File: config.mk
export PLATFORM = sky130hd
export DESIGN_NAME = cfa_csr
export DESIGN_NICKNAME = d
export VERILOG_FILES = /design/src/cfa_pkg.sv /design/src/cfa_csr.sv
export SDC_FILE = /design/constraint.sdc
export NUM_CORES = 1
export LEC_CHECK = 0
export BUFFER_PORTS_ARGS = -buffer_cell sky130_fd_sc_hd__clkbuf_2
export CORE_ASPECT_RATIO = 1.4
export CORE_MARGIN = 2
export CORE_UTILIZATION = 38
export DETAILED_ROUTE_END_ITERATION = 8
export GPL_TIMING_DRIVEN = 0
export PLACE_DENSITY_LB_ADDON = 0.15
export SYNTH_ARGS = -nofsm -noshare
export SYNTH_HDL_FRONTEND = slang
export SYNTH_SLANG_ARGS = --single-unit
File: constraint.sdc
create_clock -name clock -period 1.55 [get_ports clock]
set_clock_uncertainty 0.2 [all_clocks]
set_input_delay 0.155 -clock clock [delete_from_list [all_inputs] [get_ports clock]]
set_output_delay 0.155 -clock clock [all_outputs]
set_load 0.01 [all_outputs]
File: src/cfa_pkg.sv
// ----------------------------------------------------------------------------
// cfa_pkg
// Shared types and constants of the contiguous frame allocator.
// ----------------------------------------------------------------------------
package cfa_pkg;

   localparam int FRAME_W = 20;   // absolute frame number
   localparam int LEN_W   = 15;   // run length / frame counts on the ports
   localparam int CSR_AW  = 3;    // two 32-bit registers
   localparam int CSR_DW  = 32;

   localparam logic [LEN_W-1:0] LEN_MAX = '1;

   // opcodes
   localparam logic [1:0] OP_ALLOC   = 2'd0;
   localparam logic [1:0] OP_MARK    = 2'd1;
   localparam logic [1:0] OP_RELEASE = 2'd2;

   // per-frame state codes
   localparam logic [1:0] FS_ALLOC = 2'd0;
   localparam logic [1:0] FS_HEAD  = 2'd2;
   localparam logic [1:0] FS_FREE  = 2'd3;

   // status codes
   localparam logic [1:0] STAT_OK       = 2'd0;
   localparam logic [1:0] STAT_NO_SPACE = 2'd1;
   localparam logic [1:0] STAT_BAD_RUN  = 2'd2;
   localparam logic [1:0] STAT_NOT_POOL = 2'd3;

   // register select (word address bit)
   localparam logic REG_BASE  = 1'b0;
   localparam logic REG_COUNT = 1'b1;

   localparam logic [FRAME_W-1:0] BASE_RESET  = '0;
   localparam logic [LEN_W-1:0]   COUNT_RESET = 15'd16384;

   typedef struct packed {
      logic               reinit;   // any register write
      logic [FRAME_W-1:0] base;
      logic [LEN_W-1:0]   count;
   } cfg_type;

   typedef struct packed {
      logic [FRAME_W-1:0] frame;
      logic [1:0]         status;
      logic [LEN_W-1:0]   free;
   } res_type;

endpackage

File: src/cfa_csr.sv
// ----------------------------------------------------------------------------
// cfa_csr
// APB register file: pool base frame and pool frame count.
// ----------------------------------------------------------------------------
module cfa_csr
   import cfa_pkg::*;
(
   input  logic              clock,
   input  logic              reset,
   input  logic              csr_psel,
   input  logic              csr_penable,
   input  logic              csr_pwrite,
   input  logic [CSR_AW-1:0] csr_paddr,
   input  logic [CSR_DW-1:0] csr_pwdata,
   output logic [CSR_DW-1:0] csr_prdata,
   output logic              csr_pready,
   output cfg_type           cfg
);

   logic               wr_stb;
   logic [FRAME_W-1:0] base_ff,  base_in;
   logic [LEN_W-1:0]   count_ff, count_in;

   // byte address 4*i; low two bits are byte lanes
   assign wr_stb = csr_psel & csr_penable & csr_pwrite;

   always_comb begin
      base_in  = base_ff;
      count_in = count_ff;
      if (wr_stb) begin
         if (csr_paddr[2] == REG_COUNT) begin
            count_in = csr_pwdata[LEN_W-1:0];
         end else begin
            base_in = csr_pwdata[FRAME_W-1:0];
         end
      end
   end

   always_ff @(posedge clock) begin
      if (reset) begin
         base_ff  <= BASE_RESET;
         count_ff <= COUNT_RESET;
      end else begin
         base_ff  <= base_in;
         count_ff <= count_in;
      end
   end

   always_comb begin
      if (csr_paddr[2] == REG_COUNT) begin
         csr_prdata = CSR_DW'(count_ff);
      end else begin
         csr_prdata = CSR_DW'(base_ff);
      end
   end

   assign csr_pready  = 1'b1;
   assign cfg.reinit  = wr_stb;
   assign cfg.base    = base_ff;
   assign cfg.count   = count_ff;

endmodule

* Yosys cells after proc, flatten, opt, wreduce, memory -nomap -nowiden
Cells that the tools add are included.
** Operators by class
- Mux-type cells :: 1
- Bitwise operators :: 3
- Reductions and logical operators :: 2
** Operators by type and width (number)
- $mux 20 :: 1
- $reduce_and 2->1 :: 2
- $and 1x1->1 :: 2
- $not 1->1 :: 1
** Word-level totals
- Register bits after elaboration :: 35
- Input bits :: 40
- Output and inout bits :: 69
- Word-level logic and storage cells :: 8

* Longest topological paths before layout
Gate-level depths: netlist of run 1.
- Depth after elaboration :: 3
- Gate-level depth with buffers :: 4
- Depth with buffers taken out :: 2

* Worst setup path after synthesis of run 1
Ideal clock, no wire load.
- Path kind :: input-to-reg
- From :: in csr_paddr[2]
- To :: reg base_ff[0]
- Library setup time :: 72 ps
- Arrival time :: 841 ps
- Required time :: 1278 ps
- Setup slack :: 438 ps
- Stages :: 4
- Path buffers :: 2
- Cell sequence :: and4b_1 > clkbuf_1 > buf_6 > mux2i_1
** Between the ends
- Longest elaborated chain between the ends :: 2
** Ends and longest elaborated chain
- start: declaration :: line cfa_csr.sv:13 : input logic [CSR_AW-1:0] csr_paddr,
- $not 1->1 (no line)
- $reduce_and 2->1 (no line)
- end signal: assignment :: line cfa_csr.sv:44 : base_ff <= base_in;
- end: declaration :: line cfa_csr.sv:21 : logic [FRAME_W-1:0] base_ff, base_in;
Every way passes these cells.
A chain may end at the register's enable or synchronous reset.

* Worst setup path in the final report of run 1
- From :: in csr_paddr[2]
- To :: out csr_prdata[9]
** Between the ends
- Longest elaborated chain between the ends :: 1
** Ends and longest elaborated chain
- $mux 20 :: line cfa_csr.sv:50 : if (csr_paddr[2] == REG_COUNT) begin
- end: declaration :: line cfa_csr.sv:15 : output logic [CSR_DW-1:0] csr_prdata,
Every way passes these cells.

==> reports/results.ini, run 1 <==
[outcome]
outcome = finished clean

[timing]
timing.final.ws_setup_ps = 120
fin_crit_sh_pct = 92.3
slew_violations = 0
timing.fmax_ghz = 0.699
setup-violations-final = 0
min_period_ps = 1430
hold_violations = 0
rsz0062_at_grt = false
finalSetupTns_ps = 0

[place]
gp_congestion = 0.685
dp_hpwl_um = 3080
place.port_buffers = 80
placed_area_um2 = 2330
pre_cts_ws_ps = 102

[routing]
ant_nets = 0
wl_per_cell_um = 12.3
drc = 0
finalWirelength_um = 4380
drt_iter0_drc = 36
vias_per_cell = 4.28
firstDrtPassIters = 3
num_vias = 1527

[clock_network]
cts_sinks = 35
cts_made_buffers = 5
clock_path_buffers = 2
clock_latency_ps = 270
cts_max_level = 2
clockRootBuffer = clkbuf_8
cts_tree = yes
clkSlewWorstSetupHoldPaths_ps = 60
post-cts-setup-buffers = 0

[finish]
n_antenna_cell = 0
nets = 336
fillCellCount = 456
finalInstanceArea_um2 = 2600
area_growth_syn_to_layout_pct = 43.7
final_core_util_pct = 56.9
drive_gt1_share_pct = 40.7

[floorplan]
fp-row-count = 29
die_height_um = 85.7
start_util_pct = 39.6
die-area_um2 = 5340
io_pins = 109
die_width_um = 62.3
coreArea_um2 = 4570

[critical_path]
crit_start = csr_paddr[2]
critPathCaptureType = output pin
crit_type = in2out
rr_endpoint = base_ff[10]
critical_path_arrival_ps = 1080
reg2regPathDepth = 2
reg2reg_from = base_ff[10]
startpoint_type = primary input
rrSetupSlack_ps = 700
cp.required_ps = 1190
worstPathMaxFanout = 10

[global_routing]
grt_use_total_pct = 17.1
grt_max_degree = 11
grt_antenna_before_repair = 0
grt_first_pass_wirelength_um = 7230
overflow = 0
grt_pass1_vias = 1510

[yosys]
syn-cell-area_um2 = 1810
yosysTopAreaCell = dfxtp_1
syn_area_per_cell_um2 = 10.2
ys_warn_count = 0
synth_common_cells = nand2b_1, dfxtp_1, mux2i_1, mux2_2, buf_4
yosysMostFrequentCell = nand2b_1
async_flop_share_pct = 0
synth_top_area_share_pct = 38.7
ys_ff_latch = 35
synth_area_leaders = dfxtp_1, mux2i_1, nand2b_1
synth_ff_type = dfxtp_1
synth-edff-count = 0
yosysSeqAreaShare_pct = 38.7
ys_types = 15
synthCells = 178

[power]
peakVddDrop_mv = 0.453
powerDensity_nw_per_um2 = 699
leakage_nw = 1.29
finalPower_w = 0.00182

[hold_path]
holdPathStages = 3
min_to = count_ff[2]
hold_class = in2reg
min_from = csr_paddr[2]

[run]
cap_viol_max_count = 0

==> worst max-delay path, cell delays in order <==
cell      delay (ps)
clkbuf_2         120
buf_2            280
mux2_2           380
clkbuf_2         130
==> power breakdown <==
part | switching, W | leakage [nW] | total (W) | internal, W
Combinational | 0.000133 | 0.971 | 0.000298 | 0.000165
Clock | 0.000287 | 0.0371 | 0.000586 | 0.000299
Sequential | 0.0000148 | 0.283 | 0.000935 | 0.000920
Total | 0.000435 | 1.29 | 0.00182 | 0.00138
==> state kept, by name, summed over array words and instances, names as in the netlist <==
signal and count:
count_ff 15, base_ff 20
==> logic make-up after synthesis <==
kind of cell | share of synthesized area [%]
mux | 28.7
flops | 38.7
buf+inv | 9.33
other cells | 0.415
simple gates | 22.9
==> cell usage in the layout, fill, tap and decap left out, drive strengths merged <==
cell,synthesis,final
clkbuf,7,93
mux2i,35,35
and4,1,1
dfxtp,35,35
buf,19,19
nand4,1,1
nand2b,54,54
nor2b,5,5
nor2,2,2
mux2,15,15
dlygate4sd3,0,20
conb,2,13
and3,1,1
and4b,1,1
==> final cells by class <==
type                       instances  area, um2  share of cell area [%]
clock buffer                       6       72.6                    2.79
multi-input combinational        128        982                    37.7
buffer                            26        169                    6.49
timing repair buffer             100        601                    23.1
tap                               62       77.6                    2.98
sequential                        35        701                    26.9
==> what timing repair did <==
action / in CTS / in global routing
hold buffers: 20 / 0
resized for setup: 0 / 0
endpoints found under the hold margin: 35 / 0
==> worst max path at each step <==
stage / end / slack (ps)
global route: csr_prdata[3] / 70
CTS: csr_prdata[3] / 120
detailed placement: count_ff[11] / 100
finish: csr_prdata[9] / 120
global placement: count_ff[11] / 100
floorplan: base_ff[0] / 440
==> layer usage <==
metal / global-route usage, % / part of all wire (%) / vias to the layer above
li1: - / - / 789
met2: 31.0 / 51 / 54
met1: 19.7 / 43 / 679
met3: 4.99 / 5.3 / 5
met4: 4.85 / 1.1 / 0
met5: 0 / 0 / -
==> through the flow <==
stage               cells  hold slack (ps)
detailed placement    331              212
global placement      331              209
finish                357             65.6
global route          357             82.8
CTS                   357             65.6
floorplan             189              110
Power figures use the tool's default switching activity.
==> run 2, diff against run 1 <==
- ABC_AREA: default -> 1
==> run 2 against run 1 <==
Net effect:
- sequential power increased by 2.1%
- highest routed layer unchanged
- combinational power increased by 31%
- critical path type unchanged
- design area increased by 3.4%
==> reports/results.ini, run 2 <==
[outcome]
outcome = finished clean

[clock_network]
cts_max_level = 2  ; unchanged
cts_tree = yes
cts_sinks = 35  ; unchanged
post-cts-setup-buffers = 0  ; unchanged
clock_path_buffers = 2  ; unchanged
clockRootBuffer = clkbuf_8
clkSlewWorstSetupHoldPaths_ps = 70  ; about the same
cts_made_buffers = 5  ; unchanged
clock_latency_ps = 290  ; +20 ps

[yosys]
yosysTopAreaCell = dfxtp_1
synth-edff-count = 0  ; unchanged
ys_ff_latch = 35  ; unchanged
synth_ff_type = dfxtp_1
synth_area_leaders = dfxtp_1, nand2_1, nor2_1
syn_area_per_cell_um2 = 6.54  ; -36%
ys_warn_count = 0  ; unchanged
synth_common_cells = nand2_1, nor2_1, dfxtp_1, nand3_1, inv_1
yosysSeqAreaShare_pct = 37.1  ; -1.6 points
ys_types = 19  ; +4
yosysMostFrequentCell = nand2_1
syn-cell-area_um2 = 1890  ; +4.4%
synth_top_area_share_pct = 37.1  ; -1.6 points
synthCells = 289  ; +62%
async_flop_share_pct = 0  ; unchanged

[critical_path]
startpoint_type = primary input
worstPathMaxFanout = 10  ; unchanged
rrSetupSlack_ps = 740  ; +40 ps
slowest_delay_ps = 270  ; -110 ps
crit_type = in2out
critical_path_arrival_ps = 950  ; -130 ps
crit_chain = buf_6, inv_4, buf_2, nand2_1, nand2_1, clkbuf_2
critPathCaptureType = output pin
cp_slowest_cell = buf_2
cp.required_ps = 1190  ; about the same
cpMostUsedCell = nand2_1
reg2regPathDepth = 2  ; unchanged

[floorplan]
io_pins = 109  ; unchanged
fp-row-count = 30  ; +3.4%
die-area_um2 = 5560  ; +4.1%
start_util_pct = 39.3  ; -0.28 points
die_height_um = 87.4  ; +2.1%
coreArea_um2 = 4800  ; +5.1%
die_width_um = 63.6  ; +2.0%

[finish]
n_antenna_cell = 0  ; unchanged
multiInputGateArea_um2 = 883  ; -10%
area_growth_syn_to_layout_pct = 42.5
final_cells = 470  ; +32%
drive_gt1_share_pct = 30.8  ; -9.9 points
reg_top3 = base_ff (20), count_ff (15)
largest_reg_flops = 20  ; unchanged
nets = 445  ; +32%
finalInstanceArea_um2 = 2690  ; +3.4%
fillCellCount = 539  ; +18%
top_register = base_ff
seqCellArea_um2 = 701  ; unchanged
final_cell_mix = nand2_1, clkbuf_2, nor2_1, dfxtp_1, nand3_1

[timing]
finalSetupTns_ps = 0  ; unchanged
rsz0062_at_grt = false
fin_hold_ws_ps = 2.87  ; -62.7 ps
slew_violations = 0  ; unchanged
min_period_ps = 1310  ; -121 ps
timing.fmax_ghz = 0.764  ; +9.2%
fin_crit_sh_pct = 84.5  ; -7.8 points
setup-violations-final = 0  ; unchanged
hold_violations = 0  ; unchanged

[hold_path]
hold_class = in2reg
holdPathStages = 5  ; +2

[global_routing]
grt_use_total_pct = 19.0  ; +1.8 points
overflow = 0  ; unchanged
grt_max_degree = 11  ; unchanged
grt_pass1_vias = 1738  ; +15%
grt_first_pass_wirelength_um = 8240  ; +14%
grt_antenna_before_repair = 0  ; unchanged

[power]
finalPower_w = 0.00208  ; +14%
leakage_nw = 1.49  ; +16%
seq_power_share_pct = 45.9  ; -5.5 points
clockPowerShare_pct = 35.3  ; +3.1 points
powerDensity_nw_per_um2 = 773  ; +11%
swShare_pct = 27.2  ; +3.3 points
peakVddDrop_mv = 0.450  ; -0.66%
comb_power_share_pct = 18.8  ; +2.4 points
p_int_w = 0.00151  ; +9.5%
p_switching_w = 0.000566  ; +30%

[place]
place.port_buffers = 80  ; unchanged
placed_area_um2 = 2410  ; +3.5%
placed_cells = 444  ; +34%
dp_hpwl_um = 3560  ; +16%
gp_congestion = 0.787  ; +15%

[run]
cap_viol_max_count = 0  ; unchanged

[routing]
finalWirelength_um = 4970  ; +14%
num_vias = 1995  ; +31%
vias_per_cell = 4.24  ; -0.76%
drt_iter0_drc = 77  ; +110%
wl_per_cell_um = 10.6  ; -14%
drc = 0  ; unchanged
firstDrtPassIters = 4  ; +1
ant_nets = 0  ; unchanged

## run 2: power groups by stage
stage               registers [W]  clock network [W]  logic (W)
floorplan                0.000987                  0   0.000219
global placement         0.000975                  0   0.000354
detailed placement       0.000975                  0   0.000356
CTS                      0.000955           0.000755   0.000393
global route             0.000958           0.000796   0.000439
finish                   0.000955           0.000736   0.000391
## run 2: path summary, 6_finish.rpt
check,from,end
worst min register to register,count_ff[7],count_ff[7]
worst min-delay path,csr_pwdata[4],base_ff[4]
worst max-delay path,csr_paddr[2],csr_prdata[14]
worst max register to register,count_ff[14],count_ff[14]
## run 2: cells by family (layout without fill, tap and decap cells)
group                  after synthesis  after routing  synth area share, %
other                                2             13                0.397
AO/OA/AOI/OAI                        1              1                0.265
AND/OR/NAND/NOR                    193            193                 43.9
flip-flops                          35             35                 37.1
buffers and inverters               58            164                 18.3
## run 2: layout make-up
| type | instances | share of cell area, % |
|---|---|---|
| well taps | 64 | 2.98 |
| flip-flops and latches | 35 | 26.0 |
| multi-input cells | 207 | 32.8 |
| plain buffers | 30 | 8.88 |
| clock buffers | 8 | 3.72 |
| repair buffers | 98 | 21.6 |
| inverters | 28 | 4.00 |
## run 2: layer usage
metal  share of wire [%]  routed length [um]  track usage (%)
met5                   0                   0                0
met4                 1.8                  87             8.30
met3                 6.0                 298             3.75
met2                  51                2550             33.6
met1                  41                2030             22.1
## run 2: critical path, delay by kind of cell
kind          cells  cell delay [ps]
buf+inv           4              650
simple gates      2              150
## run 2: through the flow
stage,worst slack [ps],utilization [%]
4_1_cts,221,56.0
6_report,241,56.0
3_5_place_dp,213,50.2
5_1_grt,147,56.0
2_1_floorplan,461,-
3_3_place_gp,225,50.2
## run 2: repair_timing
action,CTS,global route
hold buffers,18,0
setup endpoints to repair,0,0
gates resized for setup,0,0
endpoints found under the hold margin,21,0
==> run 3, diff against run 2 <==
- clock period: 1.55 -> 1.3 ns (I/O delays scaled with it)
==> run 3 against run 2 <==
Net effect:
- die area unchanged
- design area up 1.5%
- combinational power up 21%
- largest power group unchanged
- sequential cell count unchanged
- routed wire length up 1.0%
- power up 20%
- core utilization up 0.83 points
==> reports/results.ini, run 3 (synthesis gave the netlist of run 2 again) <==
[clock_network]
post-cts-setup-buffers = 0  ; unchanged
cts_tree = yes
clock_path_buffers = 2  ; unchanged
cts_sinks = 35  ; unchanged
clkSlewWorstSetupHoldPaths_ps = 70  ; about the same
cts_made_buffers = 5  ; unchanged
cts_max_level = 2  ; unchanged
clockRootBuffer = clkbuf_8
clock_latency_ps = 290  ; about the same

[timing]
setup-violations-final = 0  ; unchanged
slew_violations = 0  ; unchanged
min_period_ps = 1260
hold_violations = 0  ; unchanged
fin_hold_ws_ps = 17.9  ; +15.0 ps
fin_crit_sh_pct = 96.6
finalSetupTns_ps = 0  ; unchanged
rsz0062_at_grt = true
timing.fmax_ghz = 0.796
timing.final.ws_setup_ps = 44.3  ; -197 ps

[floorplan]
start_util_pct = 39.3  ; unchanged
io_pins = 109  ; unchanged
die_height_um = 87.4  ; unchanged
die-area_um2 = 5560  ; unchanged
fp-row-count = 30  ; unchanged
coreArea_um2 = 4800  ; unchanged
die_width_um = 63.6  ; unchanged

[finish]
multiInputGateArea_um2 = 883  ; unchanged
area_growth_syn_to_layout_pct = 44.6
finalInstanceArea_um2 = 2730  ; +1.5%
top_register = base_ff
fillCellCount = 533  ; -1.1%
final_cell_mix = nand2_1, clkbuf_2, nor2_1, nand3_1, dfxtp_1
seqCellArea_um2 = 708  ; +1.1%
n_antenna_cell = 0  ; unchanged
drive_gt1_share_pct = 32.0  ; +1.2 points
nets = 448  ; +0.67%
reg_top3 = base_ff (20), count_ff (15)
largest_reg_flops = 20  ; unchanged
final_common_cell = nand2_1

[global_routing]
grt_antenna_before_repair = 0  ; unchanged
grt_use_total_pct = 19.2  ; +0.19 points
grt_max_degree = 11  ; unchanged
overflow = 0  ; unchanged
grt_pass1_vias = 1760  ; +1.3%
grt_first_pass_wirelength_um = 8330  ; +1.1%

[critical_path]
crit_type = reg2out
worstPathMaxFanout = 3  ; -7
cp.required_ps = 970  ; -220 ps
startpoint_type = register
critPathCaptureType = output pin
critical_path_arrival_ps = 930  ; -20 ps

[power]
finalPower_w = 0.00249  ; +20%
peakVddDrop_mv = 0.539  ; +20%
powerDensity_nw_per_um2 = 911  ; +18%
leakage_nw = 1.51  ; +1.1%

[place]
pre_cts_ws_ps = 13.4  ; -200 ps
placed_area_um2 = 2410  ; unchanged
place.port_buffers = 80  ; unchanged
gp_congestion = 0.787  ; unchanged
dp_hpwl_um = 3560  ; unchanged

[routing]
drt_iter0_drc = 76  ; -1.3%
ant_nets = 0  ; unchanged
finalWirelength_um = 5020  ; +1.0%
vias_per_cell = 4.22  ; -0.63%
wl_per_cell_um = 10.6  ; +0.37%
drc = 0  ; unchanged
firstDrtPassIters = 4  ; unchanged
num_vias = 1995  ; unchanged

[outcome]
outcome = finished clean

[hold_path]
hold_class = in2reg

[run]
cap_viol_max_count = 0  ; unchanged

[run 3: critical path: stages (launching register included)]
cell and delay [ps]:
dfxtp_1 370, nand2_1 70, nand2_1 70, clkbuf_2 130
[run 3: worst paths after layout]
path                startpoint       endpoint  slack (ps)  cells past startpoint
setup / recovery    base_ff[2]  csr_prdata[2]          40                      3
hold / removal           reset    base_ff[14]          20                      4
setup reg to reg  count_ff[14]   count_ff[14]         490                      2
hold reg to reg    base_ff[19]    base_ff[19]         300                      2
[run 3: layout make-up]
| type | instances | share of cell area (%) |
|---|---|---|
| Multi-Input combinational cell | 207 | 32.3 |
| Timing Repair Buffer | 101 | 22.4 |
| Clock buffer | 8 | 3.66 |
| Tap cell | 64 | 2.93 |
| Sequential cell | 35 | 25.9 |
| Inverter | 28 | 3.94 |
| Buffer | 30 | 8.84 |
[run 3: power by group]
part,leakage [nW],internal [W],switching [W]
combinational,1.17,0.000219,0.000255
clock,0.0515,0.000484,0.000392
sequential,0.286,0.00111,0.0000282
total,1.51,0.00181,0.000675
[run 3: per-layer routing]
| metal | track usage, % | part of all wire (%) |
|---|---|---|
| met4 | 8.30 | 1.7 |
| met2 | 34.3 | 51 |
| met3 | 3.75 | 6.2 |
| met1 | 22.1 | 41 |
| met5 | 0 | 0 |
[run 3: through the flow]
step	utilization, %	cells
after global routing	56.8	473
after detailed placement	50.2	444
after CTS	56.6	473
after global placement	50.2	444
after floorplan	-	300
final	56.8	473
[run 3: repair_timing]
item                                    in CTS  in global routing
endpoints found under the setup margin       0                 12
hold buffers                                21                  0
gates resized for setup                      0                  8
endpoints found under the hold margin       35                  0
