<file path="src/cfa_pkg.sv">
// ----------------------------------------------------------------------------
// cfa_pkg
// Shared types and constants of the contiguous frame allocator.
// ----------------------------------------------------------------------------
package cfa_pkg;

   localparam int FRAME_W = 20;   // absolute frame number
   localparam int LEN_W   = 15;   // run length / frame counts on the ports
   localparam int CSR_AW  = 3;    // two 32-bit registers
   localparam int CSR_DW  = 32;

   localparam logic [LEN_W-1:0] LEN_MAX = '1;

   // opcodes
   localparam logic [1:0] OP_ALLOC   = 2'd0;
   localparam logic [1:0] OP_MARK    = 2'd1;
   localparam logic [1:0] OP_RELEASE = 2'd2;

   // per-frame state codes
   localparam logic [1:0] FS_ALLOC = 2'd0;
   localparam logic [1:0] FS_HEAD  = 2'd2;
   localparam logic [1:0] FS_FREE  = 2'd3;

   // status codes
   localparam logic [1:0] STAT_OK       = 2'd0;
   localparam logic [1:0] STAT_NO_SPACE = 2'd1;
   localparam logic [1:0] STAT_BAD_RUN  = 2'd2;
   localparam logic [1:0] STAT_NOT_POOL = 2'd3;

   // register select (word address bit)
   localparam logic REG_BASE  = 1'b0;
   localparam logic REG_COUNT = 1'b1;

   localparam logic [FRAME_W-1:0] BASE_RESET  = '0;
   localparam logic [LEN_W-1:0]   COUNT_RESET = 15'd16384;

   typedef struct packed {
      logic               reinit;   // any register write
      logic [FRAME_W-1:0] base;
      logic [LEN_W-1:0]   count;
   } cfg_type;

   typedef struct packed {
      logic [FRAME_W-1:0] frame;
      logic [1:0]         status;
      logic [LEN_W-1:0]   free;
   } res_type;

endpackage

</file>
<file path="src/cfa_engine.sv">
// ----------------------------------------------------------------------------
// cfa_engine
// Operation sequencer: clear sweep, first-fit scan, run marking and release
// walk over the frame state memory; keeps the free frame count.
// ----------------------------------------------------------------------------
module cfa_engine
   import cfa_pkg::*;
#(
   parameter int MAX_FRAMES = 16384,
   parameter int IDX_W      = $clog2(MAX_FRAMES)
) (
   input  logic               clock,
   input  logic               reset,
   input  cfg_type            cfg,
   input  logic               req_valid,
   output logic               req_stall,
   input  logic [1:0]         req_opcode,
   input  logic [FRAME_W-1:0] req_start_frame,
   input  logic [LEN_W-1:0]   req_run_length,
   input  logic               res_ready,
   output logic               res_valid,
   output res_type            res,
   output logic               mem_wr_en,
   output logic [IDX_W-1:0]   mem_wr_addr,
   output logic [1:0]         mem_wr_data,
   output logic               mem_rd_en,
   output logic [IDX_W-1:0]   mem_rd_addr,
   input  logic [1:0]         mem_rd_data
);

   localparam int CNT_W = $clog2(MAX_FRAMES + 1);
   localparam int CMP_W = (CNT_W > LEN_W) ? CNT_W : LEN_W;

   localparam logic [2:0] S_CLEAR  = 3'd0;
   localparam logic [2:0] S_IDLE   = 3'd1;
   localparam logic [2:0] S_DECODE = 3'd2;
   localparam logic [2:0] S_SCAN   = 3'd3;
   localparam logic [2:0] S_MARK   = 3'd4;
   localparam logic [2:0] S_REL    = 3'd5;
   localparam logic [2:0] S_DONE   = 3'd6;

   logic [2:0]         state_ff,     state_in;
   logic [1:0]         op_ff,        op_in;
   logic [FRAME_W-1:0] start_ff,     start_in;
   logic [LEN_W-1:0]   len_ff,       len_in;
   logic [CNT_W-1:0]   ptr_ff,       ptr_in;
   logic [IDX_W-1:0]   wr_ptr_ff,    wr_ptr_in;
   logic [IDX_W-1:0]   wr_last_ff,   wr_last_in;
   logic               first_ff,     first_in;
   logic               chk_valid_ff, chk_valid_in;
   logic [IDX_W-1:0]   chk_addr_ff,  chk_addr_in;
   logic [CNT_W-1:0]   run_ff,       run_in;
   logic [CNT_W-1:0]   free_ff,      free_in;
   logic [FRAME_W-1:0] frame_ff,     frame_in;
   logic [1:0]         status_ff,    status_in;

   logic [CNT_W-1:0]   eff_cnt;
   logic [FRAME_W-1:0] ofs;
   logic               in_pool;
   logic [IDX_W-1:0]   idx;
   logic [CNT_W-1:0]   room;
   logic [CMP_W-1:0]   len_w;
   logic [CMP_W-1:0]   free_w;
   logic [CNT_W-1:0]   free_inc;
   logic [CNT_W-1:0]   nxt;
   logic [CNT_W-1:0]   run_nxt;
   logic [IDX_W-1:0]   head;

   // effective pool size: register value capped at the map depth
   assign eff_cnt = (CMP_W'(cfg.count) > CMP_W'(MAX_FRAMES)) ? CNT_W'(MAX_FRAMES)
                                                              : CNT_W'(cfg.count);

   assign ofs     = start_ff - cfg.base;
   assign in_pool = (start_ff >= cfg.base) && (ofs < FRAME_W'(eff_cnt));
   assign idx     = ofs[IDX_W-1:0];
   assign room    = eff_cnt - CNT_W'(idx);
   assign len_w   = CMP_W'(len_ff);
   assign free_w  = CMP_W'(free_ff);
   assign free_inc = (free_ff < eff_cnt) ? free_ff + 1'b1 : free_ff;
   assign run_nxt = (mem_rd_data == FS_FREE) ? run_ff + 1'b1 : '0;
   assign head    = chk_addr_ff - len_ff[IDX_W-1:0] + 1'b1;

   always_comb begin
      state_in     = state_ff;
      op_in        = op_ff;
      start_in     = start_ff;
      len_in       = len_ff;
      ptr_in       = ptr_ff;
      wr_ptr_in    = wr_ptr_ff;
      wr_last_in   = wr_last_ff;
      first_in     = first_ff;
      chk_valid_in = 1'b0;
      chk_addr_in  = chk_addr_ff;
      run_in       = run_ff;
      free_in      = free_ff;
      frame_in     = frame_ff;
      status_in    = status_ff;
      nxt          = ptr_ff + 1'b1;
      mem_wr_en    = 1'b0;
      mem_wr_addr  = wr_ptr_ff;
      mem_wr_data  = FS_FREE;
      mem_rd_en    = 1'b0;
      mem_rd_addr  = ptr_ff[IDX_W-1:0];

      case (state_ff)
         S_CLEAR: begin
            mem_wr_en   = 1'b1;
            mem_wr_addr = ptr_ff[IDX_W-1:0];
            free_in     = eff_cnt;
            if (ptr_ff[IDX_W-1:0] == IDX_W'(MAX_FRAMES - 1)) begin
               ptr_in   = '0;
               state_in = S_IDLE;
            end else begin
               ptr_in = ptr_ff + 1'b1;
            end
         end
         S_IDLE: begin
            if (req_valid) begin
               op_in    = req_opcode;
               start_in = req_start_frame;
               len_in   = req_run_length;
               state_in = S_DECODE;
            end
         end
         S_DECODE: begin
            frame_in  = '0;
            status_in = STAT_OK;
            state_in  = S_DONE;
            case (op_ff)
               OP_ALLOC: begin
                  if (len_ff == '0) begin
                     status_in = STAT_BAD_RUN;
                  end else if (len_w > CMP_W'(eff_cnt)) begin
                     status_in = STAT_NO_SPACE;
                  end else begin
                     ptr_in   = '0;
                     run_in   = '0;
                     state_in = S_SCAN;
                  end
               end
               OP_MARK: begin
                  if (!in_pool) begin
                     status_in = STAT_NOT_POOL;
                  end else if (len_ff == '0 || len_w > CMP_W'(room)) begin
                     status_in = STAT_BAD_RUN;
                  end else begin
                     wr_ptr_in  = idx;
                     wr_last_in = idx + len_ff[IDX_W-1:0] - 1'b1;
                     first_in   = 1'b1;
                     state_in   = S_MARK;
                  end
               end
               OP_RELEASE: begin
                  if (!in_pool) begin
                     status_in = STAT_NOT_POOL;
                  end else begin
                     mem_wr_en   = 1'b1;
                     mem_wr_addr = idx;
                     free_in     = free_inc;
                     nxt         = CNT_W'(idx) + 1'b1;
                     if (nxt < eff_cnt) begin
                        mem_rd_en   = 1'b1;
                        mem_rd_addr = nxt[IDX_W-1:0];
                        ptr_in      = nxt;
                        state_in    = S_REL;
                     end
                  end
               end
               default: begin
                  status_in = STAT_BAD_RUN;
               end
            endcase
         end
         S_SCAN: begin
            // read one entry per cycle; the data is checked in the next cycle
            if (ptr_ff < eff_cnt) begin
               mem_rd_en    = 1'b1;
               ptr_in       = ptr_ff + 1'b1;
               chk_valid_in = 1'b1;
               chk_addr_in  = ptr_ff[IDX_W-1:0];
            end
            if (chk_valid_ff) begin
               run_in = run_nxt;
               if (CMP_W'(run_nxt) == len_w) begin
                  chk_valid_in = 1'b0;
                  wr_ptr_in    = head;
                  wr_last_in   = chk_addr_ff;
                  first_in     = 1'b1;
                  frame_in     = cfg.base + FRAME_W'(head);
                  state_in     = S_MARK;
               end
            end else if (ptr_ff >= eff_cnt) begin
               status_in = STAT_NO_SPACE;
               state_in  = S_DONE;
            end
         end
         S_MARK: begin
            mem_wr_en   = 1'b1;
            mem_wr_data = first_ff ? FS_HEAD : FS_ALLOC;
            first_in    = 1'b0;
            if (wr_ptr_ff == wr_last_ff) begin
               free_in  = (free_w > len_w) ? CNT_W'(free_w - len_w) : '0;
               state_in = S_DONE;
            end else begin
               wr_ptr_in = wr_ptr_ff + 1'b1;
            end
         end
         S_REL: begin
            // free allocated frames until a free frame, a head or the pool end
            if (mem_rd_data == FS_FREE || mem_rd_data == FS_HEAD) begin
               state_in = S_DONE;
            end else begin
               mem_wr_en   = 1'b1;
               mem_wr_addr = ptr_ff[IDX_W-1:0];
               free_in     = free_inc;
               if (nxt < eff_cnt) begin
                  mem_rd_en   = 1'b1;
                  mem_rd_addr = nxt[IDX_W-1:0];
                  ptr_in      = nxt;
               end else begin
                  state_in = S_DONE;
               end
            end
         end
         S_DONE: begin
            if (res_ready) begin
               state_in = S_IDLE;
            end
         end
         default: begin
            state_in = S_CLEAR;
            ptr_in   = '0;
         end
      endcase

      // register write re-initializes the pool
      if (cfg.reinit) begin
         state_in     = S_CLEAR;
         ptr_in       = '0;
         chk_valid_in = 1'b0;
      end
   end

   always_ff @(posedge clock) begin
      if (reset) begin
         state_ff     <= S_CLEAR;
         ptr_ff       <= '0;
         chk_valid_ff <= 1'b0;
      end else begin
         state_ff     <= state_in;
         ptr_ff       <= ptr_in;
         chk_valid_ff <= chk_valid_in;
      end
   end

   always_ff @(posedge clock) begin
      op_ff       <= op_in;
      start_ff    <= start_in;
      len_ff      <= len_in;
      wr_ptr_ff   <= wr_ptr_in;
      wr_last_ff  <= wr_last_in;
      first_ff    <= first_in;
      chk_addr_ff <= chk_addr_in;
      run_ff      <= run_in;
      free_ff     <= free_in;
      frame_ff    <= frame_in;
      status_ff   <= status_in;
   end

   assign req_stall  = (state_ff != S_IDLE);
   assign res_valid  = (state_ff == S_DONE);
   assign res.frame  = frame_ff;
   assign res.status = status_ff;
   assign res.free   = (free_w > CMP_W'(LEN_MAX)) ? LEN_MAX : free_w[LEN_W-1:0];

endmodule
</file>
<file path="config.mk">
export PLATFORM = sky130hd
export DESIGN_NAME = cfa_engine
export DESIGN_NICKNAME = d
export VERILOG_FILES = /design/src/cfa_pkg.sv /design/src/cfa_engine.sv
export SDC_FILE = /design/constraint.sdc
export NUM_CORES = 1
export LEC_CHECK = 0
export ABC_AREA = 0
export BUFFER_PORTS_ARGS = -buffer_cell sky130_fd_sc_hd__buf_2
export CAP_MARGIN = 20
export CORE_MARGIN = 2
export CORE_UTILIZATION = 38
export DETAILED_ROUTE_END_ITERATION = 8
export GPL_TIMING_DRIVEN = 0
export PLACE_DENSITY = 0.62
export SLEW_MARGIN = 20
export SYNTH_ARGS = -nofsm -noshare
export SYNTH_HDL_FRONTEND = slang
export SYNTH_SLANG_ARGS = --single-unit
</file>
<file path="constraint.sdc">
create_clock -name clock -period 8 [get_ports clock]
set_input_delay 1.2 -clock clock [delete_from_list [all_inputs] [get_ports clock]]
set_output_delay 1.2 -clock clock [all_outputs]
set_load 0.05 [all_outputs]
</file>
Word-level counts from Yosys, hierarchy flattened:

Index checks and enable logic that the tools add are counted.

* flip-flop bits (word level): 151
* logic and storage cells: 202

* magnitude comparators: 12
* bitwise gates (word level): 2
* add/sub/neg operators: 13
* equality and inequality tests: 41
* muxes and demuxes: 96
* reductions and logical operators: 24

Operators by type and width (number)
* 15-bit 2-to-1 mux: 19
* 14-bit 2-to-1 mux: 19
* 14-bit case mux with 3 select lines: 2
* 15-bit case mux with 5 select lines: 1
* 15-bit less-than comparator: 4
* 15-bit case mux with 2 select lines: 2
* 15-bit case mux with 4 select lines: 1
* 14-bit case mux with 2 select lines: 2
* 15-bit by 1-bit adder with 15-bit output, second input constant: 3
* 15-bit > comparator: 3
* 20-bit 2-to-1 mux: 2
* 20-bit case mux with 2 select lines: 1
* 2-bit != test, second input constant: 17
* 3-bit 2-to-1 mux: 11
* 15-bit > comparator, second input constant: 2
* 14-bit by 1-bit adder with 14-bit output, second input constant: 2
* 2-bit 2-to-1 mux: 12
* 3-bit != test, second input constant: 7
* 3-bit case mux with 7 select lines: 1
* 20-bit by 14-bit adder with 20-bit output: 1
* 20-bit greater-or-equal comparator: 1
* 20-bit by 15-bit less-than comparator with 1-bit output: 1
* 20-bit subtractor: 1
* 1-bit 2-to-1 mux: 17
* 39 further kinds: 56

Longest topological paths before layout:

* depth after elaboration: 9
* depth in mapped cells: 26
* depth with buffers taken out: 25

Worst setup path after synthesis:

No wires, ideal clock.

* path type: input -> output
* start: in cfg[19] (netlist bit)
* end: out mem_rd_addr[9]
* buffers on the path: 3
* path slack: 838 ps
* data arrival time: 5962 ps
* cell stages on the path: 19
* path through: inv_1 -> ha_1 -> clkbuf_1 -> and2_1 -> a31oi_1 -> a21oi_1 -> or3_1 -> clkbuf_1 -> a211oi_1 -> nand3_1 -> xnor2_1 -> ha_1 -> a21o_1 -> a21o_1 -> a211oi_1 -> and2_1 -> buf_2 -> nand4_1 -> o21ai_0

* longest elaborated chain between the ends: 7
* elaborated cells between the ends (all ways): 10
* classes of those cells: add/sub (2); order compare (3); mux (4); reduce/logical (1)

RTL lines
* start, declared: RTL line cfa_engine.sv:14 `input cfg_type cfg,`
* 20-bit subtractor: RTL line cfa_engine.sv:73 `assign ofs = start_ff - cfg.base;`
* 14-bit by 1-bit adder with 15-bit output: RTL line cfa_engine.sv:160 `nxt = CNT_W'(idx) + 1'b1;`
* 15-bit less-than comparator: RTL line cfa_engine.sv:161 `if (nxt < eff_cnt) begin`
* 14-bit 2-to-1 mux: RTL line cfa_engine.sv:161
* 14-bit 2-to-1 mux *: RTL line cfa_engine.sv:154 `if (!in_pool) begin`
* 14-bit 2-to-1 mux *: RTL line cfa_engine.sv:129 `case (op_ff)`
* 14-bit case mux with 2 select lines *: RTL line cfa_engine.sv:105 `case (state_ff)`
* end, declared: RTL line cfa_engine.sv:27 `output logic [IDX_W-1:0] mem_rd_addr,`

Mark *: on every way between the ends. The rest lies on a longest branch, timed or not.

Final worst setup path:

* start: in cfg[15] (netlist bit)
* end: out mem_wr_addr[10]

* longest elaborated chain between the ends: 6
* elaborated cells between the ends (all ways): 7
* classes of those cells: add/sub (1); order compare (2); mux (3); reduce/logical (1)

RTL lines
* 20-bit subtractor: RTL line cfa_engine.sv:73
* 20-bit by 15-bit less-than comparator with 1-bit output: RTL line cfa_engine.sv:74 `assign in_pool = (start_ff >= cfg.base) && (ofs < FRAME_W'(eff_cnt));`
* 1-bit logical AND: RTL line cfa_engine.sv:74
* 14-bit 2-to-1 mux *: RTL line cfa_engine.sv:154
* 14-bit 2-to-1 mux *: RTL line cfa_engine.sv:129
* 14-bit case mux with 3 select lines *: RTL line cfa_engine.sv:105
* end, declared: RTL line cfa_engine.sv:24 `output logic [IDX_W-1:0] mem_wr_addr,`

Marks and branches as above.

==> impl_table.tex <==
\begin{tabular}{lr}
\hline
Metric & Value \\
\hline
\multicolumn{2}{l}{\textbf{Outcome}} \\
\quad Status & complete, no violations \\
\multicolumn{2}{l}{\textbf{Worst setup path}} \\
\quad Critical Path RT & 6.80 ns \\
\quad Register-to-register path setup slack & 0.92 ns \\
\quad Worst setup path class & input port to output port \\
\quad Signal arrival time at the worst endpoint & 6.63 ns \\
\quad CP Max Fanout & 10 \\
\quad Endpoint type of the worst setup path & output port \\
\quad Critical Path Start Type & input port \\
\multicolumn{2}{l}{\textbf{Yosys}} \\
\quad Post-synth EDFFs & 132 \\
\quad Dominant register cell in the synthesized netlist & sky130\_fd\_sc\_hd\_\_edfxtp\_1 \\
\quad Sequential area share after synthesis & 0.268 \\
\quad Yosys Warn Count & 0 \\
\quad Average cell area after synthesis & 8.67 sq um \\
\quad Total nets after synthesis & 2180 \\
\quad FFs w/ async S/R, synth & 0 \\
\quad Yosys cell types & 87 \\
\quad Number of synthesized register bits & 151 \\
\quad Post-synthesis instance total & 1869 \\
\quad Post-synthesis instance area & 16200 sq um \\
\multicolumn{2}{l}{\textbf{STA}} \\
\quad Setup slack of the critical path after layout & 0.165 ns \\
\quad Max Clock Freq & 128 MHz \\
\quad RSZ-0062 raised after global routing & false \\
\quad Crit path time final & 7.83 ns \\
\quad Slew @ Worst Pin & 1.14 ns \\
\quad Number of pins with negative max-slew slack in the final report & 0 \\
\quad Final critical-path share of the clock period & 0.979 \\
\quad Worst clock skew & 0.0136 ns \\
\quad Worst slew slack as a fraction of its limit & 0.237 \\
\quad Count of final hold-check violations & 0 \\
\quad Number of failing setup endpoints in the final timing report & 0 \\
\multicolumn{2}{l}{\textbf{Clocking}} \\
\quad CTS max path bufs & 2 \\
\quad Clock buffers created by TritonCTS & 17 \\
\quad H-tree depth reported by CTS & 4 \\
\quad Root buffer cell & sky130\_fd\_sc\_hd\_\_clkbuf\_16 \\
\quad Worst-skew pair later-pin latency & 0.50 ns \\
\quad \# clock sinks & 151 \\
\quad Clock transition at the registers of the reported paths & 0.07 ns \\
\quad CTS tree & built \\
\multicolumn{2}{l}{\textbf{Die}} \\
\quad Die Outline Area & 44300 sq um \\
\quad Starting Density & 0.385 \\
\quad Die width & 210 microns \\
\quad Die Span Y & 210 microns \\
\quad Number of top-level pins & 150 \\
\quad Number of placement rows & 75 \\
\quad Placeable core region & 42000 sq um \\
\multicolumn{2}{l}{\textbf{GRT}} \\
\quad Initial antenna violation count & 2 \\
\quad Pin count of the biggest net entering global routing & 29 \\
\quad Global routing usage summed across all routing layers & 0.278 \\
\quad Number of global-route vias before repair & 15074 \\
\quad Global-route wire length before repair & 90.9 mm \\
\quad Total overflow reported by the global router & 0 \\
\multicolumn{2}{l}{\textbf{Power}} \\
\quad Cell internal power dissipation & 1510 uW \\
\quad Share of power burned in the clock network & 0.352 \\
\quad Net switching component of the power & 745 uW \\
\quad Power density over the cells & 122 nW/um\^{}2 \\
\quad Share of power burned in registers & 0.386 \\
\quad Total power & 2260 uW \\
\quad Combinational cell fraction of total power & 0.262 \\
\quad Switching portion of total power & 0.330 \\
\quad Largest vdd supply drop & 0.113 mV \\
\quad Leakage dissipation & 0.00807 uW \\
\multicolumn{2}{l}{\textbf{Place}} \\
\quad Routability Congestion & 0.978 \\
\quad Worst-case setup slack after placement & -0.802 ns \\
\quad Number of port buffers & 149 \\
\quad Detailed placement HPWL & 49.9 mm \\
\quad Placed Instances & 2562 \\
\quad Placed standard-cell area & 17700 sq um \\
\multicolumn{2}{l}{\textbf{Flow run}} \\
\quad Max-cap violations & 0 \\
\multicolumn{2}{l}{\textbf{Routing}} \\
\quad Remaining design rule violation count & 0 \\
\quad Post-detailed-routing wire length & 61.7 mm \\
\quad Remaining antenna violation count & 0 \\
\quad Post-detailed-route via-to-cell ratio & 5.98 \\
\quad TritonRoute pass-1 iters & 6 \\
\quad Iter 0 DRT Violations & 1313 \\
\quad Wirelength per Cell & 23.7 microns \\
\quad Vias after detailed routing & 15565 \\
\multicolumn{2}{l}{\textbf{Finish}} \\
\quad Post-route cell area & 18500 sq um \\
\quad Final net count & 2361 \\
\quad Core utilization of the finished layout & 0.441 \\
\quad Layout filler cell count & 4249 \\
\quad Non-filler cells, final & 2603 \\
\quad Share of cells above drive strength 1 & 0.136 \\
\quad Layout Area Growth over Synthesis & 14.4\% \\
\multicolumn{2}{l}{\textbf{Worst hold path}} \\
\quad Min-delay worst type & flop to flop \\
\hline
\end{tabular}
-- per-stage QoR --
stage | TNS (ns) | hold slack [ns]
after detailed placement | -36.67 | 0.513
after global placement | -76.09 | 0.492
final | 0 | 0.534
after CTS | 0 | 0.533
after floorplan | 0 | 0.431
after global routing | 0 | 0.542
-- power by group through the flow --
| stage | Clock (uW) | Sequential, uW | Combinational, uW |
|---|---|---|---|
| finish | 794 | 871 | 590 |
| global route | 833 | 871 | 641 |
| CTS | 813 | 871 | 565 |
| detailed placement | 0 | 888 | 553 |
| global placement | 0 | 888 | 540 |
| floorplan | 0 | 884 | 383 |
-- registers in the layout, indices dropped and copies added, names as in the netlist, 2 cells and up --
signal and cells:
run_ff 15, chk_addr_ff 14, op_ff 2, state_ff 3, free_ff 15, frame_ff 20
wr_last_ff 14, ptr_ff 15, status_ff 2, start_ff 20, len_ff 15, wr_ptr_ff 14
-- placed cells by master (no fill, tap or decap), drive strengths merged, types with 15 or more instances in the layout --
master,instances
nand3,66
clkbuf,84
nand2,108
nor2b,19
nand4,39
o21bai,15
xnor2,92
a21oi,125
xor2,49
a21o,47
nor4,28
dfxtp,19
o211ai,23
edfxtp,132
o21a,23
a211oi,24
nor3,55
inv,165
or3,17
o21ai,86
a22oi,28
ha,226
nor2,141
buf,183
and3,25
-- area by class of cell --
cell class	count	area, sq um	share of cell area
clock buffer	20	437	0.0236
timing repair buffer	165	896	0.0483
clock inverter	11	100	0.00540
multi-input combinational	1469	11100	0.599
tap	539	674	0.0364
antenna	2	5.00	0.000270
sequential	151	4340	0.234
inverter	164	617	0.0333
buffer	82	353	0.0190
-- final timing paths --
check,start,endpoint,cells after the start
hold / removal,ptr_ff[13]$_SDFFE_PP0P_,chk_addr_ff[13]$_DFFE_PP_,0
setup / recovery,cfg[15],mem_wr_addr[10],23
hold reg to reg,ptr_ff[13]$_SDFFE_PP0P_,chk_addr_ff[13]$_DFFE_PP_,0
setup reg to reg,start_ff[0]$_DFFE_PP_,wr_last_ff[9]$_DFFE_PP_,23
-- critical path, cell delays in order --
cell and delay, ns:
sky130_fd_sc_hd__buf_2 0.12, sky130_fd_sc_hd__ha_1 0.22, sky130_fd_sc_hd__fa_1 0.44, sky130_fd_sc_hd__nor2b_1 0.31
sky130_fd_sc_hd__o31a_1 0.28, sky130_fd_sc_hd__o311ai_2 0.19, sky130_fd_sc_hd__a311oi_1 0.43, sky130_fd_sc_hd__xor2_2 0.18
sky130_fd_sc_hd__buf_4 0.18, sky130_fd_sc_hd__ha_1 0.24, sky130_fd_sc_hd__clkbuf_1 0.21, sky130_fd_sc_hd__o21a_1 0.23
sky130_fd_sc_hd__o21ai_0 0.19, sky130_fd_sc_hd__a21oi_1 0.08, sky130_fd_sc_hd__o21ai_2 0.15, sky130_fd_sc_hd__o2111ai_4 0.26
sky130_fd_sc_hd__or3_4 0.44, sky130_fd_sc_hd__nor3_2 0.21, sky130_fd_sc_hd__buf_4 0.22, sky130_fd_sc_hd__buf_6 0.18
sky130_fd_sc_hd__a22o_1 0.15, sky130_fd_sc_hd__a21o_1 0.19, sky130_fd_sc_hd__buf_2 0.31
-- layer usage --
layer | routed length [microns] | vias to the layer above | part of all wire | global-route usage
met2 | 27700 | 694 | 0.45 | 0.440
met4 | 2820 | 2 | 0.046 | 0.139
li1 | - | 7304 | - | -
met1 | 25600 | 7440 | 0.42 | 0.353
met3 | 5540 | 125 | 0.090 | 0.0678
met5 | 11 | - | 0.00018 | 0
-- cells in the mapped netlist, types with 11 or more instances --
| master | n | area (sq um) |
|---|---|---|
| sky130_fd_sc_hd__nand2_1 | 108 | 405 |
| sky130_fd_sc_hd__inv_1 | 162 | 608 |
| sky130_fd_sc_hd__nor2b_1 | 19 | 119 |
| sky130_fd_sc_hd__ha_1 | 226 | 2830 |
| sky130_fd_sc_hd__o221ai_1 | 14 | 123 |
| sky130_fd_sc_hd__nor4_1 | 26 | 163 |
| sky130_fd_sc_hd__o21a_1 | 23 | 173 |
| sky130_fd_sc_hd__nor3_1 | 46 | 230 |
| sky130_fd_sc_hd__a211oi_1 | 17 | 128 |
| sky130_fd_sc_hd__nand3_1 | 66 | 330 |
| sky130_fd_sc_hd__a21oi_1 | 124 | 621 |
| sky130_fd_sc_hd__buf_2 | 11 | 55.1 |
| sky130_fd_sc_hd__dfxtp_1 | 19 | 380 |
| sky130_fd_sc_hd__and2_1 | 14 | 87.6 |
| sky130_fd_sc_hd__o211ai_1 | 22 | 165 |
| sky130_fd_sc_hd__and3_1 | 25 | 156 |
| sky130_fd_sc_hd__nor2_1 | 141 | 529 |
| sky130_fd_sc_hd__xnor2_1 | 92 | 806 |
| sky130_fd_sc_hd__nand4_1 | 39 | 244 |
| sky130_fd_sc_hd__a31oi_1 | 12 | 75.1 |
| sky130_fd_sc_hd__o21ai_0 | 85 | 425 |
| sky130_fd_sc_hd__clkbuf_1 | 66 | 248 |
| sky130_fd_sc_hd__edfxtp_1 | 132 | 3960 |
| sky130_fd_sc_hd__a22o_1 | 14 | 123 |
| sky130_fd_sc_hd__o31ai_1 | 11 | 82.6 |
| sky130_fd_sc_hd__o21bai_1 | 15 | 113 |
| sky130_fd_sc_hd__xor2_1 | 49 | 429 |
| sky130_fd_sc_hd__a21o_1 | 47 | 353 |
| sky130_fd_sc_hd__or3_1 | 16 | 100 |
| sky130_fd_sc_hd__a22oi_1 | 28 | 210 |
-- cell families after synthesis --
family,synth area share
AOI/OAI and AO/OA,0.220
xor gates and xnor gates,0.0832
adders and majority gates,0.182
buffers and inverters,0.0604
DFF,0.268
muxes,0.00772
and+or+nand+nor,0.178
-- timing repair --
action | 4_1_cts | 5_1_grt
pin swaps | 1 | 4
gates resized for setup | 16 | 18
buffers inserted | 7 | 4
hold buffers | 0 | 0
endpoints found under the setup margin | 49 | 58
(Power assumes the default switching activity.)
